`src/sv/mam_pkg.sv`:
```
`default_nettype none
package mam_pkg;
    localparam int DEF_MAX_SAMPLES = 1024;
    localparam int DEF_VALUE_BITS  = 16;
    localparam int FIELD_BITS      = 16;
    localparam int COUNT_BITS      = 11;
    localparam int OUT_TDATA_BITS  = 48;

    typedef enum logic [1:0] {
        ST_LOAD,
        ST_MED,
        ST_MAD,
        ST_OUT
    } t_state;

    typedef struct packed {
        logic shift;
        logic load;
    } t_chain_ctl;
endpackage
`default_nettype wire

```
`src/sv/mam_cell.sv`:
```
`default_nettype none
module mam_cell #(
    parameter int VALUE_BITS = mam_pkg::DEF_VALUE_BITS
) (
    input  wire logic                  i_clk,
    input  wire logic                  i_shift,
    input  wire logic [VALUE_BITS-1:0] i_d,
    output logic      [VALUE_BITS-1:0] o_q
);
    logic [VALUE_BITS-1:0] r_q;

    // Take the neighbor's sample on every shift
    always_ff @(posedge i_clk) begin
        if (i_shift) begin
            r_q <= i_d;
        end
    end

    assign o_q = r_q;
endmodule
`default_nettype wire

```
`config.mk`:
```
export PLATFORM = sky130hd
export DESIGN_NAME = mam_cell
export DESIGN_NICKNAME = d
export VERILOG_FILES = /design/src/sv/mam_pkg.sv /design/src/sv/mam_cell.sv
export SDC_FILE = /design/constraint.sdc
export NUM_CORES = 1
export LEC_CHECK = 0
export ABC_AREA = 1
export BUFFER_PORTS_ARGS = -buffer_cell sky130_fd_sc_hd__buf_2
export CAP_MARGIN = 20
export CORE_ASPECT_RATIO = 1.1
export CORE_MARGIN = 2
export CORE_UTILIZATION = 26
export CTS_CLUSTER_SIZE = 10
export DETAILED_ROUTE_END_ITERATION = 8
export MAX_ROUTING_LAYER = met4
export PLACE_DENSITY = 0.53
export SYNTH_ARGS = -nofsm -noshare
export SYNTH_HDL_FRONTEND = slang
export SYNTH_SLANG_ARGS = --single-unit
```
`constraint.sdc`:
```
create_clock -name i_clk -period 0.8 [get_ports i_clk]
set_input_delay 0.2 -clock i_clk [delete_from_list [all_inputs] [get_ports i_clk]]
set_output_delay 0.2 -clock i_clk [all_outputs]
set_load 0.005 [all_outputs]
```
==> flow_metrics.tcl <==
set metrics [dict create \
    status "finished with violations" \
    violations "negative setup slack" \
    final_layout_size_suffix_gt1_share_pct 69.8 \
    seq_area_um2 480 \
    dr.first_iter.drc_count 4 \
    slew-limit-headroom_pct 93.8 \
    ys_warn_count 0 \
    cp_top_family "flip-flops" \
    fin_cells 71 \
    syn_area_per_cell_um2 30.0 \
    fin_crit_sh_pct 123 \
    comb_power_share_pct 8.8 \
    synth_xor_area_share_pct 0 \
    final.min_clock_period_ps 984 \
    synthCells 16 \
    coreArea_um2 1760 \
    gp_congestion 0.636 \
    wl_per_cell_um 11.1 \
    n_antenna_cell 0 \
    seqPwrFrac_pct 65.7 \
    routed_wl_um 790 \
    fillCellCount 179 \
    synth_nets 34 \
    synth_compound_area_share_pct 0 \
    post-route-util_pct 40.3 \
    start_kind "register" \
    max_freq_ghz 1.02 \
    place_area_um2 688 \
    synth-simple-area-share_pct 0 \
    h-tree-depth 1 \
    port_buffers 33 \
    power_switching_mw 0.287 \
    die_h_um 49.1 \
    cts.clk_slew.worst_paths_ps 80 \
    synth_fa_ha_area_share_pct 0 \
    hold_path_depth 1 \
    ys_ff_latch 16 \
    required_ps 600 \
    power.density_nw_per_um2 2160 \
    swShare_pct 18.7 \
    peakVddDrop_uv 1100 \
    grt_max_degree 17 \
    final_cell_mix "buf_2, edfxtp_1, clkbuf_4, buf_12" \
    final_hold_viol_count 0 \
    max_stage_delay_ps 380 \
    ios 34 \
    grt_pass1_wl_mm 1.12 \
    cts_sinks 16 \
    viasPerCell 4.08 \
    crit_arrival_ps 780 \
    yosysTopAreaCellShare_pct 100 \
    num-nets-final 73 \
    min_path_type "in2reg" \
    firstDrtPassIters 4 \
    cts_tree "yes" \
    die-area_um2 2210 \
    crit_chain "buf_2" \
    ys_types 1 \
    path_buf_inv 1 \
    min_from "i_d[0]" \
    post_cts_buffers 0 \
    cts_buffer_depth 2 \
    antenna_left 0 \
    netlist_area_um2 480 \
    tightest_slew_ps 92.6 \
    cpMaxStageDelayCell "edfxtp_1" \
    multi_input_cells 0 \
    fin_ws_ps -184 \
    max_cap_viol_count 0 \
    grt_usage_pct 7.80 \
    dieWidth_um 45.0 \
    p_int_mw 1.25 \
    start_util_pct 27.3 \
    drc_errors 0 \
    setup_tns_ps -2630 \
    rsz0062_at_grt "true" \
    synth_mux_area_share_pct 0 \
    rows 16 \
    mostFrequentLayoutCell "buf_2" \
    cts_buffers 3 \
    yosys.area.top_type "edfxtp_1" \
    path_class "reg2out" \
    clkPwrFrac_pct 25.6 \
    largest_reg_flops 16 \
    min_to "o_q[0]" \
    crit_fanout 1 \
    multi_input_area_um2 0 \
    finalInstanceArea_um2 711 \
    p_leak_nw 0.310 \
    area_growth_pct 47.9 \
    grt_pass1_vias 270 \
    setup_viol 16 \
    vias 290 \
    synthTopCellsByArea "edfxtp_1" \
    dpl.cell_count 68 \
    end_kind "primary output" \
    grt_overflow 0 \
    final_max_slew_viol_count 0 \
    clockRootBuffer "clkbuf_4" \
    antenna_found_initial 0 \
    synth_seq_area_share_pct 100 \
]
## power groups by stage
stage               registers, mW  logic [mW]  clock network (mW)
floorplan                    1.04           0                   0
global placement             1.03       0.136                   0
detailed placement           1.03       0.139                   0
CTS                          1.01       0.138               0.423
global route                 1.01       0.148               0.441
finish                       1.01       0.135               0.392
## cells by family (layout without fill, tap and decap cells)
family,after synthesis,in the layout
flip-flops,16,16
buffers and inverters,0,37
## how the worst max path moves through the flow
| stage | start | endpoint | slack (ps) | cells after the start |
|---|---|---|---|---|
| after CTS | o_q[0] | o_q[0] | -200 | 1 |
| after global placement | i_shift | o_q[4] | 60 | 2 |
| after global routing | o_q[0] | o_q[0] | -240 | 1 |
| after floorplan | o_q[0] | o_q[0] | 240 | 0 |
| final | o_q[9] | o_q[9] | -180 | 1 |
| after detailed placement | i_shift | o_q[15] | 50 | 2 |
## area by class of cell
type                    count  area share [%]
flip-flops and latches     16            67.6
repair buffers             34            26.1
clock buffers               3            3.17
well taps                  18            3.17
## stage by stage
stage	power, mW	setup slack (ps)	hold slack, ps
after floorplan	1.04	245	299
after global placement	1.16	55.9	378
after detailed placement	1.17	51.5	378
after CTS	1.57	-201	81.9
after global routing	1.60	-235	81.9
final	1.53	-184	96.1
## timing repair
item | 4_1_cts | 5_1_grt
hold buffers | 0 | 0
endpoints found under the setup margin | 16 | 16
gates resized for setup | 0 | 0
## cell usage after synthesis, drive strengths merged
master	number
edfxtp	16
## per-layer routing
metal / track usage (%) / wire length (µm) / vias to the layer above
met2: 10.5 / 345 / 25
met4: 7.35 / 0 / 0
met1: 7.99 / 291 / 126
met5: - / 0 / -
li1: - / - / 139
met3: 3.70 / 153 / 0
(Power assumes the default switching activity.)
