--- src/sv/mam_pkg.sv ---
`default_nettype none
package mam_pkg;
    localparam int DEF_MAX_SAMPLES = 1024;
    localparam int DEF_VALUE_BITS  = 16;
    localparam int FIELD_BITS      = 16;
    localparam int COUNT_BITS      = 11;
    localparam int OUT_TDATA_BITS  = 48;

    typedef enum logic [1:0] {
        ST_LOAD,
        ST_MED,
        ST_MAD,
        ST_OUT
    } t_state;

    typedef struct packed {
        logic shift;
        logic load;
    } t_chain_ctl;
endpackage
`default_nettype wire

--- src/sv/mam_ctrl.sv ---
`default_nettype none
module mam_ctrl #(
    parameter int MAX_SAMPLES = mam_pkg::DEF_MAX_SAMPLES,
    parameter int VALUE_BITS  = mam_pkg::DEF_VALUE_BITS,
    parameter int CW          = $clog2(MAX_SAMPLES + 1)
) (
    input  wire logic                  i_clk,
    input  wire logic                  i_rst_n,
    input  wire logic                  i_s_tvalid,
    input  wire logic                  i_s_tlast,
    output logic                       o_s_tready,
    input  wire logic [VALUE_BITS-1:0] i_tail,
    output mam_pkg::t_chain_ctl        o_ctl,
    output logic                       o_m_tvalid,
    input  wire logic                  i_m_tready,
    output logic      [VALUE_BITS-1:0] o_median,
    output logic      [VALUE_BITS-1:0] o_mad,
    output logic      [CW-1:0]         o_count,
    output logic                       o_overflow
);
    import mam_pkg::*;

    localparam int PW = (MAX_SAMPLES > 1) ? $clog2(MAX_SAMPLES) : 1;
    localparam int BW = (VALUE_BITS > 1) ? $clog2(VALUE_BITS) : 1;
    localparam logic [CW-1:0] MAXC     = CW'(MAX_SAMPLES);
    localparam logic [PW-1:0] POS_LAST = PW'(MAX_SAMPLES - 1);
    localparam logic [BW-1:0] BIT_TOP  = BW'(VALUE_BITS - 1);

    t_state                r_state, n_state;
    logic [CW-1:0]         r_n, n_n;
    logic                  r_drop, n_drop;
    logic [PW-1:0]         r_pos, n_pos;
    logic [BW-1:0]         r_bit, n_bit;
    logic [CW-1:0]         r_cnt, n_cnt;
    logic [CW-1:0]         r_k, n_k;
    logic [VALUE_BITS-1:0] r_prefix, n_prefix;
    logic [VALUE_BITS-1:0] r_med, n_med;
    logic [VALUE_BITS-1:0] r_mad, n_mad;
    logic                  r_ov, n_ov;
    logic [VALUE_BITS-1:0] r_o_med, r_o_mad;
    logic [CW-1:0]         r_o_cnt;
    logic                  r_o_ovf;
    logic                  w_out_load;

    logic [VALUE_BITS-1:0] w_key, w_himask;
    logic                  w_hit;
    logic [CW-1:0]         w_c, w_n_inc;

    // Key of the element leaving the ring tail: sample or its deviation
    always_comb begin
        if (r_state == ST_MAD) begin
            w_key = (i_tail >= r_med) ? (i_tail - r_med) : (r_med - i_tail);
        end else begin
            w_key = i_tail;
        end
        for (int i = 0; i < VALUE_BITS; i++) begin
            w_himask[i] = (i > int'(r_bit));
        end
    end

    // Count kept elements matching the prefix with a zero at the current bit
    assign w_hit = (CW'(r_pos) >= (MAXC - r_n))
                && (((w_key ^ r_prefix) & w_himask) == '0)
                && !w_key[r_bit];
    assign w_c     = r_cnt + CW'(w_hit);
    assign w_n_inc = r_n + CW'(1);

    always_ff @(posedge i_clk) begin
        if (!i_rst_n) begin
            r_state <= ST_LOAD;
            r_n     <= '0;
            r_drop  <= 1'b0;
            r_ov    <= 1'b0;
        end else begin
            r_state <= n_state;
            r_n     <= n_n;
            r_drop  <= n_drop;
            r_ov    <= n_ov;
        end
    end

    always_ff @(posedge i_clk) begin
        r_pos    <= n_pos;
        r_bit    <= n_bit;
        r_cnt    <= n_cnt;
        r_k      <= n_k;
        r_prefix <= n_prefix;
        r_med    <= n_med;
        r_mad    <= n_mad;
        if (w_out_load) begin
            r_o_med <= r_med;
            r_o_mad <= r_mad;
            r_o_cnt <= r_n;
            r_o_ovf <= r_drop;
        end
    end

    always_comb begin
        n_state    = r_state;
        n_n        = r_n;
        n_drop     = r_drop;
        n_pos      = r_pos;
        n_bit      = r_bit;
        n_cnt      = r_cnt;
        n_k        = r_k;
        n_prefix   = r_prefix;
        n_med      = r_med;
        n_mad      = r_mad;
        n_ov       = r_ov && !i_m_tready;
        w_out_load = 1'b0;
        o_ctl      = '0;
        o_s_tready = 1'b0;
        unique case (r_state)
            ST_LOAD: begin
                o_s_tready = 1'b1;
                if (i_s_tvalid) begin
                    // Store the sample or drop it when full
                    if (r_n < MAXC) begin
                        o_ctl.shift = 1'b1;
                        o_ctl.load  = 1'b1;
                        n_n         = w_n_inc;
                    end else begin
                        n_drop = 1'b1;
                    end
                    if (i_s_tlast) begin
                        n_state  = ST_MED;
                        n_k      = ((r_n < MAXC) ? w_n_inc : r_n) >> 1;
                        n_pos    = '0;
                        n_bit    = BIT_TOP;
                        n_cnt    = '0;
                        n_prefix = '0;
                    end
                end
            end
            ST_MED, ST_MAD: begin
                // Rotate the ring one place per cycle
                o_ctl.shift = 1'b1;
                n_pos       = r_pos + PW'(1);
                n_cnt       = w_c;
                if (r_pos == POS_LAST) begin
                    n_pos = '0;
                    n_cnt = '0;
                    if (r_k >= w_c) begin
                        n_prefix[r_bit] = 1'b1;
                        n_k             = r_k - w_c;
                    end
                    n_bit = r_bit - BW'(1);
                    if (r_bit == '0) begin
                        if (r_state == ST_MED) begin
                            n_med    = n_prefix;
                            n_state  = ST_MAD;
                            n_k      = r_n >> 1;
                            n_bit    = BIT_TOP;
                            n_prefix = '0;
                        end else begin
                            n_mad   = n_prefix;
                            n_state = ST_OUT;
                        end
                    end
                end
            end
            ST_OUT: begin
                // Hand over once the result register is free
                if (!r_ov || i_m_tready) begin
                    w_out_load = 1'b1;
                    n_ov       = 1'b1;
                    n_n        = '0;
                    n_drop     = 1'b0;
                    n_state    = ST_LOAD;
                end
            end
            default: n_state = ST_LOAD;
        endcase
    end

    assign o_m_tvalid = r_ov;
    assign o_median   = r_o_med;
    assign o_mad      = r_o_mad;
    assign o_count    = r_o_cnt;
    assign o_overflow = r_o_ovf;
endmodule
`default_nettype wire

--- config.mk ---
export PLATFORM = sky130hd
export DESIGN_NAME = mam_ctrl
export DESIGN_NICKNAME = d
export VERILOG_FILES = /design/src/sv/mam_pkg.sv /design/src/sv/mam_ctrl.sv
export SDC_FILE = /design/constraint.sdc
export NUM_CORES = 1
export LEC_CHECK = 0
export BUFFER_PORTS_ARGS = -buffer_cell sky130_fd_sc_hd__buf_2
export CORE_MARGIN = 3
export CORE_UTILIZATION = 56
export CTS_CLUSTER_SIZE = 25
export DETAILED_ROUTE_END_ITERATION = 8
export GPL_TIMING_DRIVEN = 1
export PLACE_DENSITY = 0.78
export SETUP_SLACK_MARGIN = 0.15
export SLEW_MARGIN = 10
export SYNTH_ARGS = -nofsm -noshare
export SYNTH_HDL_FRONTEND = slang
export SYNTH_SLANG_ARGS = --single-unit
export TNS_END_PERCENT = 30
--- constraint.sdc ---
create_clock -name i_clk -period 6.2 [get_ports i_clk]
set_input_delay 0.31 -clock i_clk [delete_from_list [all_inputs] [get_ports i_clk]]
set_output_delay 0.31 -clock i_clk [all_outputs]
set_load 0.02 [all_outputs]
==> impl_metrics.env <==
export IMPL_status="complete, but fails checks"
export IMPL_violations="negative setup slack"
export IMPL_drv_cap=0
export IMPL_coreArea_sq_mm=0.01670
export IMPL_cpPeakStageDelay_ns=0.50
export IMPL_nets=1332
export IMPL_tightest_slew_ns=1.105
export IMPL_postRouteAntennaNets=0
export IMPL_cts_tree="done"
export IMPL_finalNonFillerCells=1475
export IMPL_numCtsBuffers=17
export IMPL_cp_end_kind="register"
export IMPL_clock_sinks=143
export IMPL_seq_area_frac_synth=0.4293
export IMPL_power_switching_mw=2.104
export IMPL_p_comb_frac=0.533
export IMPL_synth_area_leader_cell="edfxtp_1"
export IMPL_p_leak_nw=5.431
export IMPL_vias=8682
export IMPL_ios=69
export IMPL_finalCritPeriodShare=1.055
export IMPL_drive_above_1_share=0.3418
export IMPL_route_met3_wl_um=1722
export IMPL_final_setup_skew_ns=0.01665
export IMPL_grt_max_degree=45
export IMPL_swShare=0.3765
export IMPL_rows=47
export IMPL_ir_worst_vdd_mv=0.4368
export IMPL_fill_cells=1072
export IMPL_design_area_sq_mm=0.01298
export IMPL_hold_path_class="input pin to register"
export IMPL_drc=0
export IMPL_start_util=0.5779
export IMPL_synthTopCellsByArea="edfxtp_1 (40%), ha_1 (8.6%), nor2_1 (3.7%), dfxtp_1 (3.1%), mux2i_1 (2.9%)"
export IMPL_cp_max_fo=6
export IMPL_dp_hpwl_um=20750
export IMPL_gr_total_overflow=0
export IMPL_htree_levels=4
export IMPL_fin_ws_ns=-0.3426
export IMPL_cts_root_buffer="clkbuf_16"
export IMPL_synthArstFlopShare=0
export IMPL_dr_pass1_iters=6
export IMPL_ys_flop_type="edfxtp_1"
export IMPL_die_w_um=137.3
export IMPL_critPathKind="register to register"
export IMPL_synth_top_cell_area_share=0.3982
export IMPL_antennaDiodeCount=0
export IMPL_via_per_inst=5.886
export IMPL_gp_congestion=0.9377
export IMPL_slew_viol_final=0
export IMPL_yosysMostFrequentCell="edfxtp_1"
export IMPL_wl_per_cell_um=20.12
export IMPL_grt_pass1_wl_um=45130
export IMPL_crit_slowest_cell="edfxtp_1"
export IMPL_fin_crit_ns=6.543
export IMPL_critPathLaunchType="register"
export IMPL_top_layer_used="met4"
export IMPL_grt_pass1_vias=8687
export IMPL_synth_top_cells_by_count="edfxtp_1 (128), nor2_1 (94), ha_1 (66), nand2_1 (66), inv_1 (65)"
export IMPL_syn_area_per_cell_sq_um=9.879
export IMPL_required_ns=6.39
export IMPL_antenna_found_initial=0
export IMPL_grt_util_all_layers=0.3146
export IMPL_finalHoldViolations=0
export IMPL_fmax_mhz=152.8
export IMPL_cts_buffer_depth=2
export IMPL_setup_viol=59
export IMPL_synth_nets=1067
export IMPL_wl_met1_um=11350
export IMPL_crit_family="compound AO/OA/AOI/OAI gates"
export IMPL_critPathArrivalTime_ns=6.73
export IMPL_port_buffers=68
export IMPL_synth_area_sq_mm=0.009652
export IMPL_p_int_mw=3.484
export IMPL_wl_um=29670
export IMPL_power_density_mw_per_mm2=430.5
export IMPL_placed_area_sq_mm=0.01164
export IMPL_clk_latency_ns=0.44
export IMPL_synth_seq_cells=143
export IMPL_path_clk_slew_ns=0.06
export IMPL_yosysWarnings=0
export IMPL_seqPwrFrac=0.281
export IMPL_maxSlewHeadroom=0.2632
export IMPL_drtIter0Drc=724
export IMPL_dp_cells=1419
export IMPL_die_height_um=137.3
export IMPL_synth_cells=977
export IMPL_rsz0062_at_grt="true"
export IMPL_wl_met2_um=15020
export IMPL_clkPwrFrac=0.186
export IMPL_area_growth_pct=34.47
export IMPL_die_area_sq_mm=0.01885
export IMPL_yosysUniqueCellTypes=80
export IMPL_cts_hold_buf=0
export IMPL_cp_num_buf_inv=3
export IMPL_crit_path_frequent_cell="ha_4"
export IMPL_synth_edf_count=128
layer usage:
layer  GRT usage  up-vias
met5           0        -
met4      0.1613        0
met3     0.05113       95
met2      0.5589      376
met1      0.3655     4129
li1            -     4082
layout make-up:
type / instances / area (sq um) / area share
Clock buffer: 22 / 496.7 / 0.03827
Clock inverter: 10 / 98.84 / 0.007616
Inverter: 66 / 247.7 / 0.01909
Multi-Input combinational cell: 720 / 5545 / 0.4273
Sequential cell: 143 / 4144 / 0.3193
Tap cell: 220 / 275.3 / 0.02121
Timing Repair Buffer: 294 / 2171 / 0.1673
timing repair:
| action | 4_1_cts | 5_1_grt |
|---|---|---|
| gates cloned | 2 | 1 |
| setup buffers | 17 | 4 |
| endpoints found under the setup margin | 59 | 59 |
| pin swaps | 35 | 17 |
| gates resized for setup | 71 | 29 |
worst min-delay path: cells and delay by family:
family          cells  cell delay [ns]
compound gates      1             0.17
buf+inv             1             0.07
simple gates        1             0.07
state kept, by name (all words and copies together), names as in the netlist:
register and flops:
o_count 11, o_m_tvalid 1, o_mad 16, o_median 16, o_overflow 1, r_bit 4
r_cnt 11, r_drop 1, r_k 11, r_mad 16, r_med 16, r_n 11
r_pos 10, r_prefix 16, r_state 2
stage by stage:
stage	setup TNS [ns]	power (mW)	hold slack [ns]	worst slack, ns	util
2_1_floorplan	0	2.978	0.4003	0.1506	-
3_3_place_gp	-33.71	3.821	0.4019	-0.6089	0.6972
3_5_place_dp	-34.08	3.890	0.4052	-0.6816	0.6972
4_1_cts	-7.110	5.348	0.2386	-0.1683	0.7660
5_1_grt	-27.95	5.859	0.2531	-0.5341	0.7771
6_report	-16.53	5.588	0.2449	-0.3426	0.7771
worst paths after layout:
check	startpoint	cells past startpoint	endpoint	slack, ns
worst max-delay path	r_med[5]$_DFFE_PP_	27	r_prefix[2]$_SDFFCE_PP0P_	-0.34
worst min-delay path	i_m_tready	3	o_m_tvalid$_SDFF_PN0_	0.24
worst max register to register	r_med[5]$_DFFE_PP_	27	r_prefix[2]$_SDFFCE_PP0P_	-0.34
worst min register to register	r_mad[8]$_DFFE_PP_	0	o_mad[8]$_DFFE_PP_	0.41
power groups by stage:
stage / Sequential [mW] / Combinational, mW / Clock, mW
finish: 1.57 / 2.98 / 1.04
global route: 1.60 / 3.18 / 1.09
CTS: 1.56 / 2.75 / 1.04
detailed placement: 1.57 / 2.32 / 0
global placement: 1.56 / 2.26 / 0
floorplan: 1.53 / 1.45 / 0
layout by cell type, fill, tap and decap left out, types with 16 or more instances in the layout:
master / count
ha_1: 57
nor2_1: 90
mux2i_1: 26
and2_1: 19
xnor2_1: 27
xor2_1: 25
nand3_1: 24
a21oi_1: 39
buf_2: 68
nor3_1: 16
o21ai_0: 43
inv_1: 61
edfxtp_1: 128
clkbuf_16: 20
buf_4: 212
nand2_1: 65
cells by family after synthesis:
group / synth area share
adders and majority gates: 0.09178
muxes: 0.04278
AOI/OAI and AO/OA: 0.1620
DFF: 0.4293
xor gates and xnor gates: 0.05548
and+or+nand+nor: 0.1698
buffers and inverters: 0.04874
Note: power is estimated with default switching activity, not from simulation.
